## src/rtl/sha224_pkg.sv

```systemverilog
package sha224_pkg;

   localparam int unsigned WordWidth   = 32;
   localparam int unsigned BlockBytes  = 64;
   localparam int unsigned BlockWords  = 16;
   localparam int unsigned Rounds      = 64;
   localparam int unsigned DigestWords = 7;
   localparam int unsigned CountWidth  = 61;
   localparam int unsigned LenBytePos  = 56;
   localparam logic [7:0]  PadMarker   = 8'h80;

   typedef logic [WordWidth-1:0] word_type;

   typedef enum logic [2:0] {
      ST_IDLE,
      ST_LOAD,
      ST_ROUND,
      ST_FINISH,
      ST_PAD,
      ST_EMIT
   } state_type;

   typedef struct packed {
      logic       load_init;
      logic       write_byte;
      logic [7:0] write_data;
      logic       count_inc;
      logic       pad_write;
      logic       pad_len;
      logic       start_comp;
      logic       round_step;
      logic       finish_comp;
      logic       clear_count;
   } cmd_type;

   typedef struct packed {
      logic       block_full;
      logic       rounds_done;
      logic       pad_done;
      logic       pad_wraps;
   } status_type;

   function automatic word_type kround(input logic [5:0] t);
      word_type k [0:63];
      k = '{
         32'h428a2f98, 32'h71374491, 32'hb5c0fbcf, 32'he9b5dba5,
         32'h3956c25b, 32'h59f111f1, 32'h923f82a4, 32'hab1c5ed5,
         32'hd807aa98, 32'h12835b01, 32'h243185be, 32'h550c7dc3,
         32'h72be5d74, 32'h80deb1fe, 32'h9bdc06a7, 32'hc19bf174,
         32'he49b69c1, 32'hefbe4786, 32'h0fc19dc6, 32'h240ca1cc,
         32'h2de92c6f, 32'h4a7484aa, 32'h5cb0a9dc, 32'h76f988da,
         32'h983e5152, 32'ha831c66d, 32'hb00327c8, 32'hbf597fc7,
         32'hc6e00bf3, 32'hd5a79147, 32'h06ca6351, 32'h14292967,
         32'h27b70a85, 32'h2e1b2138, 32'h4d2c6dfc, 32'h53380d13,
         32'h650a7354, 32'h766a0abb, 32'h81c2c92e, 32'h92722c85,
         32'ha2bfe8a1, 32'ha81a664b, 32'hc24b8b70, 32'hc76c51a3,
         32'hd192e819, 32'hd6990624, 32'hf40e3585, 32'h106aa070,
         32'h19a4c116, 32'h1e376c08, 32'h2748774c, 32'h34b0bcb5,
         32'h391c0cb3, 32'h4ed8aa4a, 32'h5b9cca4f, 32'h682e6ff3,
         32'h748f82ee, 32'h78a5636f, 32'h84c87814, 32'h8cc70208,
         32'h90befffa, 32'ha4506ceb, 32'hbef9a3f7, 32'hc67178f2
      };
      return k[t];
   endfunction

   function automatic word_type init_hash(input logic [2:0] i);
      word_type h [0:7];
      h = '{
         32'hc1059ed8, 32'h367cd507, 32'h3070dd17, 32'hf70e5939,
         32'hffc00b31, 32'h68581511, 32'h64f98fa7, 32'hbefa4fa4
      };
      return h[i];
   endfunction

   function automatic word_type rotr(input word_type x, input int unsigned n);
      return (x >> n) | (x << (WordWidth - n));
   endfunction

endpackage

```

## src/rtl/sha224_if.sv

```systemverilog
interface sha224_req_if;
   logic       valid;
   logic       ready;
   logic [7:0] data_byte;
   logic       has_byte;
   logic       end_of_message;
   modport source (output valid, data_byte, has_byte, end_of_message, input ready);
   modport sink   (input valid, data_byte, has_byte, end_of_message, output ready);
endinterface

interface sha224_rsp_if;
   logic        valid;
   logic        ready;
   logic [31:0] digest_word;
   logic [2:0]  word_index;
   logic        last_word;
   modport source (output valid, digest_word, word_index, last_word, input ready);
   modport sink   (input valid, digest_word, word_index, last_word, output ready);
endinterface

```

## src/rtl/sha224_datapath.sv

```systemverilog
module sha224_datapath (
   input  logic                   clock,
   input  logic                   reset,
   input  sha224_pkg::cmd_type    cmd,
   output sha224_pkg::status_type status,
   input  logic [2:0]             rd_index,
   output sha224_pkg::word_type   rd_word
);
   import sha224_pkg::*;

   logic [CountWidth-1:0] count_ff, count_in;
   logic [5:0]            pad_pos_ff, pad_pos_in;
   logic [6:0]            round_ff, round_in;
   word_type              hash_ff [0:7];
   word_type              var_ff [0:7];
   word_type              win_ff [0:BlockWords-1];
   logic [63:0]           bit_len;
   logic [5:0]            pos;
   logic [5:0]            t;
   word_type              w, x2, x15, s0, s1, t1, t2;
   logic [7:0]            pad_byte;

   assign bit_len = {count_ff, 3'b000};
   assign pos     = count_ff[5:0];
   assign t       = round_ff[5:0];

   // length bytes sit at 56..63, most significant first
   always_comb begin
      if (cmd.pad_len && pad_pos_ff[5:3] == 3'b111)
         pad_byte = bit_len[{~pad_pos_ff[2:0], 3'b000} +: 8];
      else
         pad_byte = 8'h00;
   end

   always_comb begin
      count_in   = count_ff;
      pad_pos_in = pad_pos_ff;
      if (cmd.clear_count)
         count_in = '0;
      else if (cmd.count_inc)
         count_in = count_ff + 1'b1;
      if (cmd.write_byte && !cmd.count_inc)
         pad_pos_in = pos + 1'b1;
      else if (cmd.pad_write)
         pad_pos_in = pad_pos_ff + 1'b1;
   end

   always_ff @(posedge clock) begin
      if (reset) begin
         count_ff   <= '0;
         pad_pos_ff <= '0;
      end else begin
         count_ff   <= count_in;
         pad_pos_ff <= pad_pos_in;
      end
   end

   always_comb begin
      x2  = win_ff[4'(t - 6'd2)];
      x15 = win_ff[4'(t - 6'd15)];
      s1  = rotr(x2, 17) ^ rotr(x2, 19) ^ (x2 >> 10);
      s0  = rotr(x15, 7) ^ rotr(x15, 18) ^ (x15 >> 3);
      if (round_ff < 7'd16)
         w = win_ff[t[3:0]];
      else
         w = s1 + win_ff[4'(t - 6'd7)] + s0 + win_ff[t[3:0]];
      t1 = var_ff[7] + (rotr(var_ff[4], 6) ^ rotr(var_ff[4], 11) ^ rotr(var_ff[4], 25))
         + ((var_ff[4] & var_ff[5]) ^ (~var_ff[4] & var_ff[6])) + kround(t) + w;
      t2 = (rotr(var_ff[0], 2) ^ rotr(var_ff[0], 13) ^ rotr(var_ff[0], 22))
         + ((var_ff[0] & var_ff[1]) ^ (var_ff[0] & var_ff[2]) ^ (var_ff[1] & var_ff[2]));
   end

   // block bytes land directly in the schedule window, big-endian within a word
   always_comb begin
      round_in = round_ff;
      if (cmd.start_comp)
         round_in = '0;
      else if (cmd.round_step)
         round_in = round_ff + 1'b1;
   end

   always_ff @(posedge clock) begin
      if (reset)
         round_ff <= '0;
      else
         round_ff <= round_in;
   end

   always_ff @(posedge clock) begin
      if (cmd.write_byte) begin
         win_ff[pos[5:2]][{~pos[1:0], 3'b000} +: 8] <= cmd.write_data;
      end else if (cmd.pad_write) begin
         win_ff[pad_pos_ff[5:2]][{~pad_pos_ff[1:0], 3'b000} +: 8] <= pad_byte;
      end else if (cmd.start_comp) begin
         for (int i = 0; i < 8; i++)
            var_ff[i] <= hash_ff[i];
      end else if (cmd.round_step) begin
         win_ff[t[3:0]] <= w;
         var_ff[7] <= var_ff[6];
         var_ff[6] <= var_ff[5];
         var_ff[5] <= var_ff[4];
         var_ff[4] <= var_ff[3] + t1;
         var_ff[3] <= var_ff[2];
         var_ff[2] <= var_ff[1];
         var_ff[1] <= var_ff[0];
         var_ff[0] <= t1 + t2;
      end
   end

   always_ff @(posedge clock) begin
      if (reset || cmd.load_init) begin
         for (int i = 0; i < 8; i++)
            hash_ff[i] <= init_hash(3'(i));
      end else if (cmd.finish_comp) begin
         for (int i = 0; i < 8; i++)
            hash_ff[i] <= hash_ff[i] + var_ff[i];
      end
   end

   assign rd_word            = hash_ff[rd_index];
   assign status.block_full  = (pos == 6'd63);
   assign status.rounds_done = (round_ff == 7'(Rounds));
   assign status.pad_done    = (pad_pos_ff == 6'(BlockBytes - 1));
   assign status.pad_wraps   = (pos > 6'(LenBytePos - 1));
endmodule

```

## src/rtl/sha224_ctrl.sv

```systemverilog
module sha224_ctrl (
   input  logic                   clock,
   input  logic                   reset,
   sha224_req_if.sink             req,
   sha224_rsp_if.source           rsp,
   output sha224_pkg::cmd_type    cmd,
   input  sha224_pkg::status_type status,
   output logic [2:0]             rd_index,
   input  sha224_pkg::word_type   rd_word
);
   import sha224_pkg::*;

   state_type  state_ff, state_in;
   logic       fin_ff, fin_in;      // message close pending
   logic       last_ff, last_in;    // current compression is the final one
   logic       len_ff, len_in;      // padding pass carries the bit length
   logic [2:0] idx_ff, idx_in;
   logic       acc;

   assign acc      = req.valid && req.ready;
   assign rd_index = idx_ff;

   always_comb begin
      state_in = state_ff;
      fin_in   = fin_ff;
      last_in  = last_ff;
      len_in   = len_ff;
      idx_in   = idx_ff;
      unique case (state_ff)
         ST_IDLE: begin
            if (acc) begin
               fin_in  = req.end_of_message;
               last_in = 1'b0;
               len_in  = 1'b0;
               if (req.has_byte && status.block_full)
                  state_in = ST_LOAD;
               else if (req.end_of_message)
                  state_in = ST_FINISH;
            end
         end
         ST_LOAD: state_in = ST_ROUND;
         ST_ROUND: begin
            if (status.rounds_done) begin
               if (last_ff) begin
                  idx_in   = '0;
                  state_in = ST_EMIT;
               end else if (fin_ff) begin
                  state_in = ST_FINISH;
               end else begin
                  state_in = ST_IDLE;
               end
            end
         end
         ST_FINISH: begin
            if (len_ff) begin
               state_in = ST_PAD;
            end else begin
               // if the marker fills the block: compress it, then an all-padding block; else pad it
               len_in = !status.pad_wraps || status.block_full;
               if (status.block_full)
                  state_in = ST_LOAD;
               else
                  state_in = ST_PAD;
            end
         end
         ST_PAD: begin
            if (status.pad_done) begin
               state_in = ST_LOAD;
               if (len_ff)
                  last_in = 1'b1;
               else
                  len_in = 1'b1;
            end
         end
         ST_EMIT: begin
            if (rsp.ready) begin
               idx_in = idx_ff + 1'b1;
               if (idx_ff == 3'(DigestWords - 1)) begin
                  fin_in   = 1'b0;
                  state_in = ST_IDLE;
               end
            end
         end
         default: state_in = ST_IDLE;
      endcase
   end

   always_comb begin
      cmd            = '0;
      cmd.write_data = PadMarker;
      req.ready      = 1'b0;
      rsp.valid      = 1'b0;
      unique case (state_ff)
         ST_IDLE: begin
            req.ready = 1'b1;
            if (acc && req.has_byte) begin
               cmd.write_byte = 1'b1;
               cmd.count_inc  = 1'b1;
               cmd.write_data = req.data_byte;
            end
         end
         ST_LOAD:  cmd.start_comp = 1'b1;
         ST_ROUND: begin
            if (status.rounds_done)
               cmd.finish_comp = 1'b1;
            else
               cmd.round_step = 1'b1;
         end
         ST_FINISH: begin
            if (!len_ff)
               cmd.write_byte = 1'b1;
         end
         ST_PAD: begin
            cmd.pad_write = 1'b1;
            cmd.pad_len   = len_ff;
         end
         ST_EMIT: begin
            rsp.valid = 1'b1;
            if (rsp.ready && idx_ff == 3'(DigestWords - 1)) begin
               cmd.load_init   = 1'b1;
               cmd.clear_count = 1'b1;
            end
         end
         default: ;
      endcase
   end

   assign rsp.digest_word = rd_word;
   assign rsp.word_index  = idx_ff;
   assign rsp.last_word   = (idx_ff == 3'(DigestWords - 1));

   always_ff @(posedge clock) begin
      if (reset) begin
         state_ff <= ST_IDLE;
         fin_ff   <= 1'b0;
         last_ff  <= 1'b0;
         len_ff   <= 1'b0;
         idx_ff   <= '0;
      end else begin
         state_ff <= state_in;
         fin_ff   <= fin_in;
         last_ff  <= last_in;
         len_ff   <= len_in;
         idx_ff   <= idx_in;
      end
   end
endmodule

```

## src/rtl/sha224_byte_stream_hasher_top.sv

```systemverilog
// SHA-224 hasher fed one message byte per req item; end_of_message (with or without a byte)
// closes the message and seven rsp items carry the digest, word 0 first. The byte that
// fills the 64-byte block also starts its compression: a load step, the 64 rounds and the
// final adds, during which req_ready is low and no further byte is taken. Closing writes
// the 0x80 marker, fills the rest of the block one byte a cycle (zeros, then the bit length
// from byte 56) and compresses it; with fewer than nine bytes free after the last message
// byte, a second all-padding block follows. After the close, req_ready stays low until the
// seventh rsp item is taken; each rsp item holds until rsp_ready, and the chaining value
// then returns to the initial hash for the next message.
module sha224_byte_stream_hasher_top (
   input  logic         clock,
   input  logic         reset,
   input  logic         req_valid,
   output logic         req_ready,
   input  logic [7:0]   req_data_byte,
   input  logic         req_has_byte,
   input  logic         req_end_of_message,
   output logic         rsp_valid,
   input  logic         rsp_ready,
   output logic [31:0]  rsp_digest_word,
   output logic [2:0]   rsp_word_index,
   output logic         rsp_last_word
);
   import sha224_pkg::*;

   sha224_req_if req ();
   sha224_rsp_if rsp ();
   cmd_type      cmd;
   status_type   status;
   logic [2:0]   rd_index;
   word_type     rd_word;

   assign req.valid          = req_valid;
   assign req.data_byte      = req_data_byte;
   assign req.has_byte       = req_has_byte;
   assign req.end_of_message = req_end_of_message;
   assign req_ready          = req.ready;
   assign rsp_valid          = rsp.valid;
   assign rsp.ready          = rsp_ready;
   assign rsp_digest_word    = rsp.digest_word;
   assign rsp_word_index     = rsp.word_index;
   assign rsp_last_word      = rsp.last_word;

   sha224_ctrl u_ctrl (
      .clock, .reset, .req(req.sink), .rsp(rsp.source),
      .cmd, .status, .rd_index, .rd_word
   );

   sha224_datapath u_dp (
      .clock, .reset, .cmd, .status, .rd_index, .rd_word
   );
endmodule
```

## config.mk

```make
export PLATFORM = sky130hd
export DESIGN_NAME = sha224_byte_stream_hasher_top
export DESIGN_NICKNAME = d
export VERILOG_FILES = /design/src/rtl/sha224_pkg.sv /design/src/rtl/sha224_if.sv /design/src/rtl/sha224_datapath.sv /design/src/rtl/sha224_ctrl.sv /design/src/rtl/sha224_byte_stream_hasher_top.sv
export SDC_FILE = /design/constraint.sdc
export NUM_CORES = 2
export LEC_CHECK = 0
export BUFFER_PORTS_ARGS = -buffer_cell sky130_fd_sc_hd__buf_2
export CAP_MARGIN = 30
export CORE_MARGIN = 4
export CORE_UTILIZATION = 30
export DETAILED_ROUTE_END_ITERATION = 12
export PLACE_DENSITY_LB_ADDON = 0.05
export SYNTH_ARGS = -nofsm -noshare
export SYNTH_HDL_FRONTEND = slang
export SYNTH_HIERARCHICAL = 1
export SYNTH_SLANG_ARGS = --single-unit
```

## constraint.sdc

```tcl
create_clock -name clock -period 20.9 [get_ports clock]
set_clock_uncertainty 0.1 [all_clocks]
set_input_delay 1.045 -clock clock [delete_from_list [all_inputs] [get_ports clock]]
set_output_delay 1.045 -clock clock [all_outputs]
set_load 0.05 [all_outputs]
```

# == Word-level counts from Yosys, hierarchy flattened ==
# Memory sizes are Yosys's and may differ from the RTL's. A register that Yosys moved wholly into a read port is not among the register bits.
# Index checks and enable logic that the tools add are counted.
# word_totals
ff_bits,83
mem_bits_rw,1024
rom_bits,2048
input_bits,14
elab_cells,229
memories,4
# classes
addsub,28
n_lt_le_gt_ge,3
eq_ne,18
n_shift,5
mux,91
bitwise,47
reduce_logical,25
# mem_list
memory,depth,width,rd,rd_clocked_by_memory_dff,write_ports,line_no,source
(no name shown),64,32,1,0,0,sha224_pkg.sv:63,return k[t];
u_dp.win_ff,16,32,4,1,1,sha224_datapath.sv:16,word_type win_ff [0:BlockWords-1];
u_dp.hash_ff,8,32,9,1,8,sha224_datapath.sv:14,word_type hash_ff [0:7];
u_dp.var_ff,8,32,8,0,8,sha224_datapath.sv:15,word_type var_ff [0:7];
# ops
operator,n
$mux W32,25
$add A32 B32 Y32,18
$xor A32 B32 Y32,9
$and A32 B32 Y32,5
$reduce_or A32 Y1,2
$shift A8 B7 Y32 const A,2
$shiftx A64 B7 Y8,1
$shiftx A8 B7 Y32,2
$add A61 B1 Y61 const B,1
$mux W3,15
$mux W1,33
$not A32 Y32,1
$or A10 B32 Y32,1
$or A13 B32 Y32,1
$or A14 B32 Y32,1
$or A15 B32 Y32,1
$or A19 B32 Y32,1
$or A21 B32 Y32,1
$or A25 B32 Y32,1
$or A26 B32 Y32,1
$or A30 B32 Y32,1
$or A7 B32 Y32,1
$xor A32 B22 Y32,1
$xor A32 B29 Y32,1
42 further kinds,91

# == Logic depth before layout (Yosys ltp) ==
# An unclocked memory read counts as a cell.
# logic_depth
depth_word,12
ltp_mapped,60

# == Hierarchy ==
# Netlist, hierarchy kept.
# by_module_without_submodules
module,instances,cells_per_inst,area_per_inst_um2,seq_area_each_um2
sha224_datapath,1,7292,82047.4,32311.0
sha224_ctrl,1,134,1018.5,180.2

# == Worst setup path after synthesis ==
# No wires, ideal clock.
# synth_path
kind,flip-flop to flip-flop
startpoint,register u_dp.round_ff[0]
endpoint,"memory u_dp/var_ff[0][0] (netlist name), enable pin"
t_arrival_ps,20712
path_slack_ps,-1098
path_stages_with_launch,16
n_path_buf,8
period_less_slack_ps,21998
path_cell_list,dfxtp_1 buf_6 buf_2 buf_2 buf_1 buf_2 clkinv_1 ha_1 clkbuf_1 clkbuf_1 nand2_1 nor4b_1 nor3_1 clkbuf_1 nor2_1 nor3_1
# synth_rtl
item,line_no,source
"start, declared",sha224_datapath.sv:13,"logic [6:0] round_ff, round_in;"
"start signal, assigned",sha224_datapath.sv:86,round_ff <= round_in;
"end, declared",sha224_datapath.sv:15,

==> run summary <==
The flow ran to the end, and the final reports show no timing, DRC or antenna violations. At the end of the flow, the number of nets in the layout was 8,031. After detailed routing, the average wire length per cell comes to 29.2 µm. The critical-path cell with the highest stage delay is buf_4. The clock tree synthesis step divided the H-tree into 4 levels. Setup violations remaining at the end of the flow were counted as 0.

Compared with the post-synthesis result, the final layout area differs by 11.8%. The detail route stage leaves a number of antenna-violating nets equal to 0. Transition time at the pin with the least slew margin: 1.09 ns.

The top cell types in the final layout, fill and taps aside, are nand2_1 (1,041), edfxtp_1 (1,024), mux4_2 (585). The leading area contributor after synthesis is edfxtp_1. Sequential cell area fraction in the yosys report: 39.1%. The detailed-route via count came out at 61.2k. The clock reaches the later pin of the worst-skew pair after 0.85 ns. The initial detailed-routing violation count is 5,265, and the hold buffer count at cts is 0. The logs give 95 for the number of distinct library cell variants in the gate-level netlist after synthesis and 328,000 µm for the routed wire length. The total clock sinks was 1,111; the final number of max-transition violations was 0.

The share of synthesized area in the top cell type comes to 37.0%. The cell sitting at the root of the clock tree is a clkbuf_16. The clock passes through at most 4 buffers. The min-delay analysis places its worst path in the category in -> reg. Global routing consumed, over all layers together, 22.5% of the routing resources. Initial antenna violation count: 17. The worst register-to-register path has a setup slack of 5.65 ns.

The tools report the pin count of the biggest net entering global routing as 119. The tools report the via count of the first global-routing pass as 61.8k. Setup repair after global routing left no endpoint under its margin.

The remaining design rule violation count is 0. The critical path is of the reg -> reg type. The die is 534 µm tall. The post-synthesis cell count is 7,426. The number of standard-cell rows in the floorplan was 192. STA classifies the critical path endpoint as a flop.

The top flip-flop cell by instance count after synthesis is edfxtp_1. The placeable core region was 0.275 mm²; the fraction of layout instances using a drive strength above 1 was 16.0%. The sum of negative setup slack is 0 ns. The run gives 0 as the quantity of gates resized following cts. The type of origin of the critical path is a flop. Total clock buffers created by CTS: 157. Yosys attributes the largest share of cell area to edfxtp_1 (37%), mux4_2 (16%), ha_1 (6.2%), nand2_1 (4.7%), fa_1 (4.7%). The first detailed-routing pass took 5 iterations.

The number of flops mapped to enable cells by yosys came out at 1,024. Routability-driven placement finished with a final weighted congestion of 0.884. The final critical delay including setup and external delays was 15.25 ns; the peak fanout along the critical path was 48.

On the worst path, the slowest cell contributes a delay of 0.72 ns. TritonCTS built the clock tree. The tool flagged a number of max-cap violations equal to 0. The count of input and output buffers was 51; the total of flip-flops plus latches after synthesis was 1,111. For the final global-route overflow total, the log shows 0. Dividing the detail-routed via count by the number of cells gives 5.45. STA puts the critical path data arrival time at 15.71 ns.

Leaving out filler cells and counting taps, the final layout contains 11.2k. Mapped cell area: 0.0831 mm². Clock-pin slew was measured on the worst setup and hold paths at 0.06 ns.

Once the clock tree was built, the setup fixing pass inserted 0 buffers. The floorplan step defined a die boundary enclosing 0.285 mm². The horizontal die dimension works out to 534 µm. The run gives 0 as the final hold violation count. The tools report the effective utilization at floorplan as 30.3%.

After detailed placement, the design holds a cell count of 10.9k. For this run, asynchronously set or reset flops after synthesis account for 0%. For this design the top-level I/O count stands at 52. Detailed placement finished with a half-perimeter wire length of 246,000 µm. The logs give 21.35 ns for the required time at the worst-slack endpoint and 467,000 µm for the global-route wire length before repair. Headroom to the max-slew limit: 27.5%. The library cell used most frequently in the layout, excluding fill and tap cells, is nand2_1. The worst path uses 73.0% of the clock period.

The average cell area after synthesis was 11.2 µm²; the Yosys warning count was 6. The net count of the mapped netlist was 8,044; the maximum clock frequency was 65.6 MHz.
cell usage after synthesis, types with 28 or more instances:
| cell type | instances |
|---|---|
| a211oi_1 | 56 |
| a21o_1 | 203 |
| a21oi_1 | 351 |
| a31oi_1 | 41 |
| and2_1 | 28 |
| and3_1 | 62 |
| buf_1 | 73 |
| buf_4 | 37 |
| clkbuf_1 | 315 |
| dfxtp_1 | 87 |
| edfxtp_1 | 1024 |
| fa_1 | 195 |
| ha_1 | 409 |
| inv_1 | 471 |
| mux2_2 | 61 |
| mux2i_1 | 49 |
| mux4_2 | 585 |
| nand2_1 | 1042 |
| nand2b_1 | 62 |
| nand3_1 | 78 |
| nand4_1 | 31 |
| nor2_1 | 475 |
| nor2b_1 | 74 |
| nor3_1 | 90 |
| o211ai_1 | 29 |
| o21a_1 | 40 |
| o21ai_0 | 382 |
| o21bai_1 | 50 |
| o31ai_1 | 31 |
| or3_1 | 36 |
| xnor2_1 | 391 |
| xor2_1 | 220 |
per-stage QoR:
stage	setup WS [ns]	hold slack, ns	instance area (µm²)	utilization (%)
2_1_floorplan	6.78	0.364	83100	-
3_3_place_gp	5.23	0.392	87700	31.9
3_5_place_dp	5.07	0.400	88000	32.1
4_1_cts	5.07	0.288	92800	33.8
5_1_grt	4.47	0.345	92900	33.8
6_report	5.65	0.368	92900	33.8
worst max-delay path: cells and delay by family (launching register included):
kind	cells	cell delay, ns
adder cells (fa/ha/maj)	10	4.20
AO/OA/AOI/OAI	15	3.80
buffers and inverters	12	3.11
multiplexers	2	1.21
AND/OR/NAND/NOR	7	1.06
XOR/XNOR	5	0.79
flip-flops	1	0.57
worst paths after layout:
check                     start                 end  cells past startpoint
max            u_dp/round_ff[0]  u_dp/var_ff[0][29]                     51
min          req_end_of_message       u_ctrl/fin_ff                      3
max reg2reg    u_dp/round_ff[0]  u_dp/var_ff[0][29]                     51
min reg2reg   u_dp/count_ff[51]   u_dp/count_ff[51]                      2
flip-flops by register name (all words and copies together) (netlist names), named ones only:
signal,flops
u_ctrl/fin_ff,1
u_ctrl/last_ff,1
u_ctrl/len_ff,1
u_ctrl/rd_index,3
u_ctrl/state_ff,3
u_dp/count_ff,61
u_dp/hash_ff,256
u_dp/pad_pos_ff,6
u_dp/round_ff,7
u_dp/var_ff,256
u_dp/win_ff,512
cell type report:
type                       count  area, µm²
fill                       27500     182000
multi-input combinational   5397      47100
sequential                  1111      32500
tap                         3686       4610
clock buffer                 207       4210
timing repair buffer         270       2120
inverter                     476       1790
clock inverter                65        551
antenna                       12       30.0
kinds of logic after synthesis:
logic type                 count (synthesis)  share of synthesized area (%)
AOI/OAI and AO/OA                       1408                           10.7
xor gates and xnor gates                 616                           6.56
adders and majority gates                609                           10.9
buffers and inverters                    918                           4.41
DFF                                     1111                           39.1
muxes                                    697                           17.3
and+or+nand+nor                         2067                           10.9
layer usage:
layer | track usage (%) | up-vias | routed length (µm)
li1 | - | 27300 | -
met1 | 29.5 | 31600 | 141000
met2 | 38.4 | 1807 | 160000
met3 | 2.26 | 449 | 13300
met4 | 8.06 | 2 | 13700
met5 | 0 | - | 12
Power is not shown: default switching activity piles up to over one toggle a cycle in this logic, so the estimate is an artifact.
